### src/sv/indexed_list_with_shift_delete_top_macros.svh
// Assertion macros shared by the indexed list RTL.
// Depends on nothing; included by files that carry concurrent assertions.
`ifndef INDEXED_LIST_WITH_SHIFT_DELETE_TOP_MACROS_SVH
`define INDEXED_LIST_WITH_SHIFT_DELETE_TOP_MACROS_SVH

`ifndef SYNTHESIS
`define ILSD_ASSERT(lbl, clk, rstn, prop) \
	lbl: assert property (@(posedge clk) disable iff (!rstn) prop) \
		else $error("ilsd assertion failed");
`define ILSD_ASSERT_ALWAYS(lbl, clk, prop) \
	lbl: assert property (@(posedge clk) prop) \
		else $error("ilsd assertion failed");
`else
`define ILSD_ASSERT(lbl, clk, rstn, prop)
`define ILSD_ASSERT_ALWAYS(lbl, clk, prop)
`endif

`endif

### src/sv/ilsd_pkg.sv
// Package for the indexed list: sizes, operation and status codes, cell control type.
// Depends on nothing; used by ilsd_if, ilsd_cell and the top level of the block.
`timescale 1ns / 1ps
`default_nettype none

package ilsd_pkg;

	localparam int CAPACITY   = 16;
	localparam int DATA_WIDTH = 32;
	localparam int CNT_W      = $clog2(CAPACITY + 1);
	localparam int POS_W      = 4;
	localparam int WORD_W     = 32;
	localparam int COUNT_W    = 5;

	typedef enum logic [1:0] {
		OP_APPEND = 2'd0,
		OP_SET    = 2'd1,
		OP_GET    = 2'd2,
		OP_DELETE = 2'd3
	} opcode_t;

	typedef enum logic [1:0] {
		ST_OK    = 2'd0,
		ST_RANGE = 2'd1,
		ST_FULL  = 2'd2
	} status_t;

	typedef struct packed {
		logic load;
		logic shift;
	} cell_ctrl_t;

endpackage

`default_nettype wire

### src/sv/ilsd_if.sv
// Request and response channel interfaces of the indexed list.
// Depends on ilsd_pkg.
`timescale 1ns / 1ps
`default_nettype none

interface ilsd_req_if import ilsd_pkg::*; ();
	logic                valid;
	logic                ready;
	opcode_t             opcode;
	logic [POS_W-1:0]    position;
	logic [WORD_W-1:0]   word_in;

	modport source (output valid, output opcode, output position, output word_in,
		input ready);
	modport sink (input valid, input opcode, input position, input word_in,
		output ready);
endinterface

interface ilsd_rsp_if import ilsd_pkg::*; ();
	logic                valid;
	logic                ready;
	status_t             status;
	logic [WORD_W-1:0]   read_word;
	logic [COUNT_W-1:0]  count;

	modport source (output valid, output status, output read_word, output count,
		input ready);
	modport sink (input valid, input status, input read_word, input count,
		output ready);
endinterface

`default_nettype wire

### src/sv/ilsd_cell.sv
// One storage cell of the list: holds a word, loads a new one or takes its upper neighbor's.
// Depends on ilsd_pkg.
`timescale 1ns / 1ps
`default_nettype none

module ilsd_cell import ilsd_pkg::*; (
	input  wire logic                  clk,
	input  wire cell_ctrl_t            ctrl,
	input  wire logic [DATA_WIDTH-1:0] wr_word,
	input  wire logic [DATA_WIDTH-1:0] shift_in,
	output logic      [DATA_WIDTH-1:0] word
);

	logic [DATA_WIDTH-1:0] word_q;

	always_ff @(posedge clk) begin
		if (ctrl.load) begin
			word_q <= wr_word;
		end else if (ctrl.shift) begin
			word_q <= shift_in;
		end
	end

	assign word = word_q;

endmodule

`default_nettype wire

### src/sv/indexed_list_with_shift_delete_top.sv
// Top level of the indexed list: control, element count, row of cells and response register.
// Depends on ilsd_pkg, ilsd_if, ilsd_cell and the assertion macro header.
`timescale 1ns / 1ps
`default_nettype none
`include "indexed_list_with_shift_delete_top_macros.svh"

// Packed list of up to CAPACITY words held in a row of cells. Each request transaction
// (append, set, get or delete) is executed in the cycle it is accepted and its response
// transaction is valid in the next cycle, so one request is taken every cycle while the
// response side keeps up. A delete moves every later cell down by one place in that same
// cycle, each cell taking its upper neighbor's word. The request side stalls only while a
// response waits in the output register and is not being taken.
module indexed_list_with_shift_delete_top import ilsd_pkg::*; (
	input  wire logic  clk,
	input  wire logic  arst_n,
	ilsd_req_if.sink   req,
	ilsd_rsp_if.source rsp
);

	logic [CNT_W-1:0]      count_q;
	logic                  out_valid_q;
	status_t               status_q;
	logic [WORD_W-1:0]     read_word_q;
	logic [COUNT_W-1:0]    out_count_q;

	logic                  accept;
	logic [CNT_W-1:0]      pos_ext;
	logic                  full;
	logic                  in_range;
	logic                  do_write;
	logic                  do_delete;
	logic [CNT_W-1:0]      wr_idx;
	logic [CNT_W-1:0]      count_d;
	status_t               status_d;
	logic [DATA_WIDTH-1:0] rd_word;
	logic [DATA_WIDTH-1:0] wr_word;
	cell_ctrl_t            ctrl [CAPACITY];
	logic [DATA_WIDTH-1:0] cell_word [CAPACITY];

	assign req.ready = !out_valid_q || rsp.ready;
	assign accept    = req.valid && req.ready;
	assign pos_ext   = CNT_W'(req.position);
	assign full      = (count_q >= CNT_W'(CAPACITY));
	assign in_range  = (pos_ext < count_q);
	assign wr_word   = DATA_WIDTH'(req.word_in);

	always_comb begin
		do_write  = 1'b0;
		do_delete = 1'b0;
		wr_idx    = pos_ext;
		count_d   = count_q;
		status_d  = ST_OK;
		unique case (req.opcode)
			OP_APPEND: begin
				wr_idx = count_q;
				if (full) begin
					status_d = ST_FULL;
				end else begin
					do_write = accept;
					count_d  = count_q + CNT_W'(1);
				end
			end
			OP_SET: begin
				if (in_range) begin
					do_write = accept;
				end else begin
					status_d = ST_RANGE;
				end
			end
			OP_GET: begin
				if (!in_range) begin
					status_d = ST_RANGE;
				end
			end
			OP_DELETE: begin
				if (in_range) begin
					do_delete = accept;
					count_d   = count_q - CNT_W'(1);
				end else begin
					status_d = ST_RANGE;
				end
			end
			default: begin
				status_d = ST_OK;
			end
		endcase
	end

	always_comb begin
		rd_word = '0;
		for (int i = 0; i < CAPACITY; i++) begin
			if (CNT_W'(i) == pos_ext) begin
				rd_word = rd_word | cell_word[i];
			end
		end
	end

	for (genvar i = 0; i < CAPACITY; i++) begin : g_cell
		logic [DATA_WIDTH-1:0] shift_in;

		assign ctrl[i].load  = do_write && (wr_idx == CNT_W'(i));
		assign ctrl[i].shift = do_delete && (CNT_W'(i) >= pos_ext);

		if (i == CAPACITY - 1) begin : g_last
			assign shift_in = cell_word[i];
		end else begin : g_mid
			assign shift_in = cell_word[i + 1];
		end

		ilsd_cell u_cell (
			.clk      (clk),
			.ctrl     (ctrl[i]),
			.wr_word  (wr_word),
			.shift_in (shift_in),
			.word     (cell_word[i])
		);
	end

	always_ff @(posedge clk or negedge arst_n) begin
		if (!arst_n) begin
			count_q     <= '0;
			out_valid_q <= 1'b0;
		end else begin
			if (accept) begin
				count_q     <= count_d;
				out_valid_q <= 1'b1;
			end else if (rsp.ready) begin
				out_valid_q <= 1'b0;
			end
		end
	end

	always_ff @(posedge clk) begin
		if (accept) begin
			status_q    <= status_d;
			out_count_q <= COUNT_W'(count_d);
			if (req.opcode == OP_GET && in_range) begin
				read_word_q <= WORD_W'(rd_word);
			end else begin
				read_word_q <= '0;
			end
		end
	end

	assign rsp.valid     = out_valid_q;
	assign rsp.status    = status_q;
	assign rsp.read_word = read_word_q;
	assign rsp.count     = out_count_q;

	`ILSD_ASSERT(a_count_bound, clk, arst_n, count_q <= CNT_W'(CAPACITY))
	`ILSD_ASSERT(a_append_grows, clk, arst_n, (accept && req.opcode == OP_APPEND && !full) |=> (count_q == $past(count_q) + CNT_W'(1)))
	`ILSD_ASSERT(a_idle_count, clk, arst_n, !accept |=> $stable(count_q))
	`ILSD_ASSERT(a_accept_rsp, clk, arst_n, accept |=> (out_valid_q && out_count_q == COUNT_W'(count_q)))
	`ILSD_ASSERT_ALWAYS(a_single_load, clk, !(do_write && do_delete))

endmodule

`default_nettype wire
### src/flat_wrapper.sv
// flat-port wrapper written by rule: the top's interface ports become plain ports
module indexed_list_with_shift_delete_top_flat import ilsd_pkg::*;
  (clk, arst_n, req_valid, req_opcode, req_position, req_word_in, req_ready, rsp_valid, rsp_status, rsp_read_word, rsp_count, rsp_ready);
  ilsd_req_if req_i ();
  ilsd_rsp_if rsp_i ();
  input  wire logic clk;
  input  wire logic arst_n;
  input wire logic [$bits(req_i.valid)-1:0] req_valid;
  input wire logic [$bits(req_i.opcode)-1:0] req_opcode;
  input wire logic [$bits(req_i.position)-1:0] req_position;
  input wire logic [$bits(req_i.word_in)-1:0] req_word_in;
  output wire logic [$bits(req_i.ready)-1:0] req_ready;
  output wire logic [$bits(rsp_i.valid)-1:0] rsp_valid;
  output wire logic [$bits(rsp_i.status)-1:0] rsp_status;
  output wire logic [$bits(rsp_i.read_word)-1:0] rsp_read_word;
  output wire logic [$bits(rsp_i.count)-1:0] rsp_count;
  input wire logic [$bits(rsp_i.ready)-1:0] rsp_ready;
  assign req_i.valid = req_valid;
  assign req_i.opcode = req_opcode;
  assign req_i.position = req_position;
  assign req_i.word_in = req_word_in;
  assign req_ready = req_i.ready;
  assign rsp_valid = rsp_i.valid;
  assign rsp_status = rsp_i.status;
  assign rsp_read_word = rsp_i.read_word;
  assign rsp_count = rsp_i.count;
  assign rsp_i.ready = rsp_ready;
  indexed_list_with_shift_delete_top u_core (.clk(clk), .arst_n(arst_n), .req(req_i), .rsp(rsp_i));
endmodule
### config.mk
export PLATFORM = sky130hd
export DESIGN_NAME = indexed_list_with_shift_delete_top_flat
export DESIGN_NICKNAME = d
export VERILOG_FILES = /design/src/sv/ilsd_pkg.sv /design/src/sv/ilsd_if.sv /design/src/sv/ilsd_cell.sv /design/src/sv/indexed_list_with_shift_delete_top.sv /design/src/flat_wrapper.sv
export VERILOG_INCLUDE_DIRS = /design/src /design/src/sv
export SDC_FILE = /design/constraint.sdc
export NUM_CORES = 1
export LEC_CHECK = 0
export BUFFER_PORTS_ARGS = -buffer_cell sky130_fd_sc_hd__buf_2
export CAP_MARGIN = 5
export CORE_MARGIN = 2
export CORE_UTILIZATION = 30
export CTS_CLUSTER_DIAMETER = 50
export DETAILED_ROUTE_END_ITERATION = 10
export PLACE_DENSITY = 0.45
export SLEW_MARGIN = 25
export SYNTH_ARGS = -nofsm -noshare
export SYNTH_HDL_FRONTEND = slang
export SYNTH_SLANG_ARGS = --single-unit
export TNS_END_PERCENT = 5
### constraint.sdc
create_clock -name clk -period 8.9 [get_ports clk]
set_input_delay 0.445 -clock clk [delete_from_list [all_inputs] [get_ports clk]]
set_output_delay 0.445 -clock clk [all_outputs]
set_load 0.05 [all_outputs]
; ---- Word level (Yosys, flattened, before mapping)
; Index checks and enable logic that the tools add are counted.
[totals]
register_bits = 557
input_bits = 42
output_inout_bits = 41
word_cells = 202
[classes]
n_addsub = 2
order_cmp = 17
eq_ne = 33
muxes = 59
bitwise_logic = 15
reduce_logical = 55
[op_table]
columns = operator, n
row1 = $mux W32, 46
row2 = $or A32 B32 Y32, 15
row3 = $eq A5 B4 Y1 const B, 8
row4 = $logic_and A1 B1 Y1, 33
row5 = $eq A4 B4 Y1 const A, 8
row6 = $reduce_bool A2 Y1, 16
row7 = $ge A4 B4 Y1 const A, 7
row8 = $eq A5 B3 Y1 const B, 4
row9 = $eq A3 B4 Y1 const A, 4
row10 = $ge A3 B4 Y1 const A, 4
row11 = $mux W5, 3
row12 = $eq A5 B2 Y1 const B, 2
row13 = $logic_not A5 Y1, 2
row14 = $pmux W5 S2, 1
row15 = $eq A2 B4 Y1 const A, 2
row16 = $ge A1 B4 Y1 const A, 2
row17 = $ge A2 B4 Y1 const A, 2
row18 = $mux W1, 6
row19 = $add A5 B1 Y5 const B, 1
row20 = $eq A5 B1 Y1 const B, 1
row21 = $ge A5 B5 Y1 const B, 1
row22 = $lt A4 B5 Y1, 1
row23 = $sub A5 B1 Y5 const B, 1
row24 = $eq A1 B4 Y1 const A, 1
row25 = other kinds (9), 10

; ---- Depth between registers and ports, before layout
[depth]
depth_word = 32
mapped_depth = 10

; ---- By module
; A second synthesis with hierarchy kept.
[unflattened]
cells_unflattened = 2033
hier_area_um2 = 31411.4
[modules_own_cells]
columns = mod, instances, cells_per_inst, area_each_um2
row1 = ilsd_cell, 16, 69, 1507.7
row2 = indexed_list_with_shift_delete_top, 1, 929, 7288.2

; ---- Worst setup path before layout
; OpenSTA, ideal clock, no wires.
[synth_path]
path_type = register -> register
startpoint = register u_core.count_q[2]
endpoint = register u_core.g_cell[0].u_cell.word_q[0] (enable)
setup_time_ns = 0.511
arrival_ns = 5.324
required_time_ns = 8.389
setup_slack_ns = 3.066
stages_incl_launch_ff = 9
period_less_slack_ns = 5.834
path_cell_list = dfrtp_1 > clkbuf_1 > inv_1 > ha_1 > a211oi_1 > nor3_1 > or4b_1 > clkbuf_1 > o41ai_1
[synth_between]
elab_chain_len = 5
elab_cells_between_ends = 11
[synth_rtl]
columns = element, line_no
row1 = start: declaration, indexed_list_with_shift_delete_top.sv:20  ; logic [CNT_W-1:0] count_q;
row2 = start signal: assignment, indexed_list_with_shift_delete_top.sv:125  ; count_q <= count_d;
row3 = $lt A4 B5 Y1 or $ge A5 B5 Y1 (tied branches), "indexed_list_with_shift_delete_top.sv:44, indexed_list_with_shift_delete_top.sv:43"
row4 = "$mux W1, on equally long branches", "indexed_list_with_shift_delete_top.sv:64, indexed_list_with_shift_delete_top.sv:76, indexed_list_with_shift_delete_top.sv:56"
row5 = $pmux W1 S2 or $mux W1 (tied branches), indexed_list_with_shift_delete_top.sv:53  ; unique case (req.opcode)
row6 = "$logic_and A1 B1 Y1, on equally long branches", "indexed_list_with_shift_delete_top.sv:101, indexed_list_with_shift_delete_top.sv:102"
row7 = $reduce_bool A2 Y1 (no source line) (*), --
row8 = end signal: assignment, ilsd_cell.sv:18  ; word_q <= wr_word;
row9 = end signal: assignment, ilsd_cell.sv:20  ; word_q <= shift_in;
row10 = end: declaration, ilsd_cell.sv:14  ; logic [DATA_WIDTH-1:0] word_q;
; Every way passes the cells marked *; elsewhere a longest branch is shown, timed or not.
; A chain may end at the register's enable or synchronous reset.

; ---- Final worst setup path
[layout_path]
startpoint = register u_core.count_q[2]
endpoint = register u_core.g_cell[2].u_cell.word_q[9] (enable)
[layout_between]
elab_chain_len = 5
elab_cells_between_ends = 11
[layout_rtl]
columns = element, line_no
row1 = $lt A4 B5 Y1 or $ge A5 B5 Y1 (tied branches), "indexed_list_with_shift_delete_top.sv:44, indexed_list_with_shift_delete_top.sv:43"
row2 = "$mux W1, on equally long branches", "indexed_list_with_shift_delete_top.sv:64, indexed_list_with_shift_delete_top.sv:76, indexed_list_with_shift_delete_top.sv:56"
row3 = $pmux W1 S2 or $mux W1 (tied branches), indexed_list_with_shift_delete_top.sv:53
row4 = "$logic_and A1 B1 Y1, on equally long branches", "indexed_list_with_shift_delete_top.sv:101, indexed_list_with_shift_delete_top.sv:102"
row5 = $reduce_bool A2 Y1 (no source line) (*), --
row6 = end signal: assignment, ilsd_cell.sv:18
row7 = end signal: assignment, ilsd_cell.sv:20
row8 = end: declaration, ilsd_cell.sv:14
; Marks and branches as above.

==> flow_summary.toml <==
[yosys]
syn_area_per_cell_um2 = 14.5
yosys.area.top_type = "edfxtp_1"
ys_ff_latch = 557
synthDistinctLibCells = 59
synth_seq_area_share = 0.595
synth.top_cells.by_area = "edfxtp_1, mux2_2, a21oi_1, a22o_1, a22oi_1"
synth_top_cell_area_share = 0.590
yosys_warnings = 0
ys.flop_type = "edfxtp_1"
syn_area_mm2 = 0.0281
syn-instance-count = 1934
syn-num-nets = 1986
synth_edf_count = 551
async_flop_share = 0.0108

[placed_design]
gp_congestion = 0.768
place_area_mm2 = 0.0298
dp_hpwl_um = 57900
numPortBuffers = 82

[global_route]
grt_max_degree = 116
grt_pass1_wl_um = 135000
antenna_found_initial = 1
grt_use_total = 0.196
grt_pass1_vias = 18500
grt_overflow = 0

[floorplanning]
pin_count = 83
dieHeight_um = 310
die_w_um = 310
rows = 112
start_util = 0.302
core_area_mm2 = 0.0930
dieArea_mm2 = 0.0960

[clocking]
clkSinkCount = 557
cts_tree = "yes"
cts_max_level = 3
clk_pin_slew_worst_paths_ns = 0.05
clockRootBuffer = "clkbuf_16"
cts_buffers = 81
clk_latency_ns = 0.66
cts_buffer_depth = 3

[timing]
slew_headroom = 0.331
setup-tns-final_ns = 0
rsz0062_at_grt = "no"
hold_viol = 0
period_needed_ns = 4.44
tightest_slew_ns = 1.00
fin_crit_sh = 0.499
max_freq_mhz = 225
skew_ns = 0.0261
setup_viol = 0
drv_slew = 0

[final_layout]
syn_to_final_growth_pct = 15.8
drive_above_1_share = 0.406
n_antenna_cell = 0
final_common_cell = "edfxtp_1"
nets = 2015
final_cell_mix = "edfxtp_1, mux2_2, a21oi_1"
fin_area_mm2 = 0.0325

[setup_path]
cp_slowest_cell = "o31ai_4"
max_stage_delay_ns = 0.86
regToRegStartpoint = "u_core.count_q[2]"
critPathCaptureType = "flip-flop"
path_max_fanout = 19
critPathLaunchType = "flip-flop"
worst-setup-path-type = "flip-flop to flip-flop"
cp_cell_sequence = "inv_1 -> ha_1 -> a211oi_1 -> nor3_1 -> or4b_1 -> buf_4 -> or2_0 -> o31ai_4 -> buf_4"
cp_data_required_time_ns = 9.20
cp_common_cell = "buf_4"
startpoint = "u_core.count_q[2]"
arrival_ns = 4.74

[job]
drv_cap = 0

[route]
drt_iter0_markers = 1576
vias = 17700
routed_via_density = 5.40
routed_wl_um = 94000
drt-pass1-iter-count = 5
drtAntennaViolNets = 0
wl_per_cell_um = 28.7
drc = 0

[pwr]
power_density_mw_per_mm2 = 219
p_leak_nw = 10.8
ir_drop_uv = 127

[outcome]
status = "complete, no violations"

[min_path]
hold_path.startpoint = "req_word_in[4]"
hold_path_class = "primary input to flip-flop"
layer usage:
layer  vias up  wire, um  global-route usage
li1       7747         -                   -
met1      9237     42400               0.268
met2       576     44200               0.319
met3       160      4710              0.0310
met4         2      2720              0.0608
met5         -        12                   0
cells by family (layout without fill, tap and decap cells):
group	Yosys count	after routing	synth area share
mux	579	579	0.231
fa+ha+maj	10	10	0.00446
buf+inv	195	287	0.0324
simple gates	132	132	0.0302
compound gates	461	461	0.107
flops	557	557	0.595
synth_stat cells (all sizes together), types with 5 or more instances:
cell and count:
a211oi 33, a21oi 198, a221oi 31, a22o 64, a22oi 62, and2 7
and3 5, buf 75, clkbuf 109, dfrtp 6, edfxtp 551, ha 10
inv 10, mux2 542, mux2i 37, nand2 19, nand2b 34, nand3 27
nor2 18, o21ai 50
flip-flops by register name, indices dropped and copies added (netlist names):
name	flops
u_core.count_q	5
u_core.g_cell.u_cell.word	512
u_core.rsp.count	5
u_core.rsp.read_word	32
u_core.rsp.status	2
u_core.rsp.valid	1
layout make-up:
cell class              instances  area (um2)
clock buffers                  91        2060
clock inverters                55         638
fillers                      9029       60500
inverters                      11        41.3
multi-input cells            1182       10700
flip-flops and latches        557       16700
well taps                    1254        1570
repair buffers                130         807
per-stage QoR:
stage	hold WS [ns]	power, mW	setup WS [ns]	utilization	instances
5_1_grt	0.162	7.36	4.21	0.349	3280
4_1_cts	0.143	7.20	4.42	0.349	3280
6_report	0.178	7.13	4.46	0.349	3280
2_1_floorplan	0.149	3.62	3.07	-	1934
3_3_place_gp	0.361	3.90	3.96	0.320	3132
3_5_place_dp	0.361	3.91	3.88	0.320	3133
where the power goes:
part           leakage (nW)  internal, mW  total, mW  switching, mW
Clock                  1.31          1.96       3.27           1.31
Sequential             5.08          3.01       3.09         0.0757
Combinational          4.36         0.241      0.769          0.528
Total                  10.8          5.22       7.13           1.91
path summary, 6_finish.rpt:
check                      slack (ns)  cells after the start                                 to
max reg2reg                      4.46                      9    u_core.g_cell[2].u_cell.word[9]
max                              4.46                      9    u_core.g_cell[2].u_cell.word[9]
min in group asynchronous        0.26                      2                  u_core.count_q[1]
min reg2reg                      0.57                      1  u_core.g_cell[11].u_cell.word[22]
max in group asynchronous        8.36                      2                   u_core.rsp.valid
min                              0.18                      1   u_core.g_cell[15].u_cell.word[4]
worst max-delay path, delay by kind of cell, from the launching register on:
family / cells / cell delay, ns
AO/OA/AOI/OAI: 2 / 1.08
AND/OR/NAND/NOR: 3 / 1.29
flip-flops: 1 / 0.52
buffers and inverters: 3 / 0.86
adder cells (fa/ha/maj): 1 / 0.32
timing repair:
action                    4_1_cts  5_1_grt
hold buffers                    1        0
resized for setup               0        0
setup buffers                   0        0
hold endpoints to repair        6        0
(Power assumes the default switching activity.)
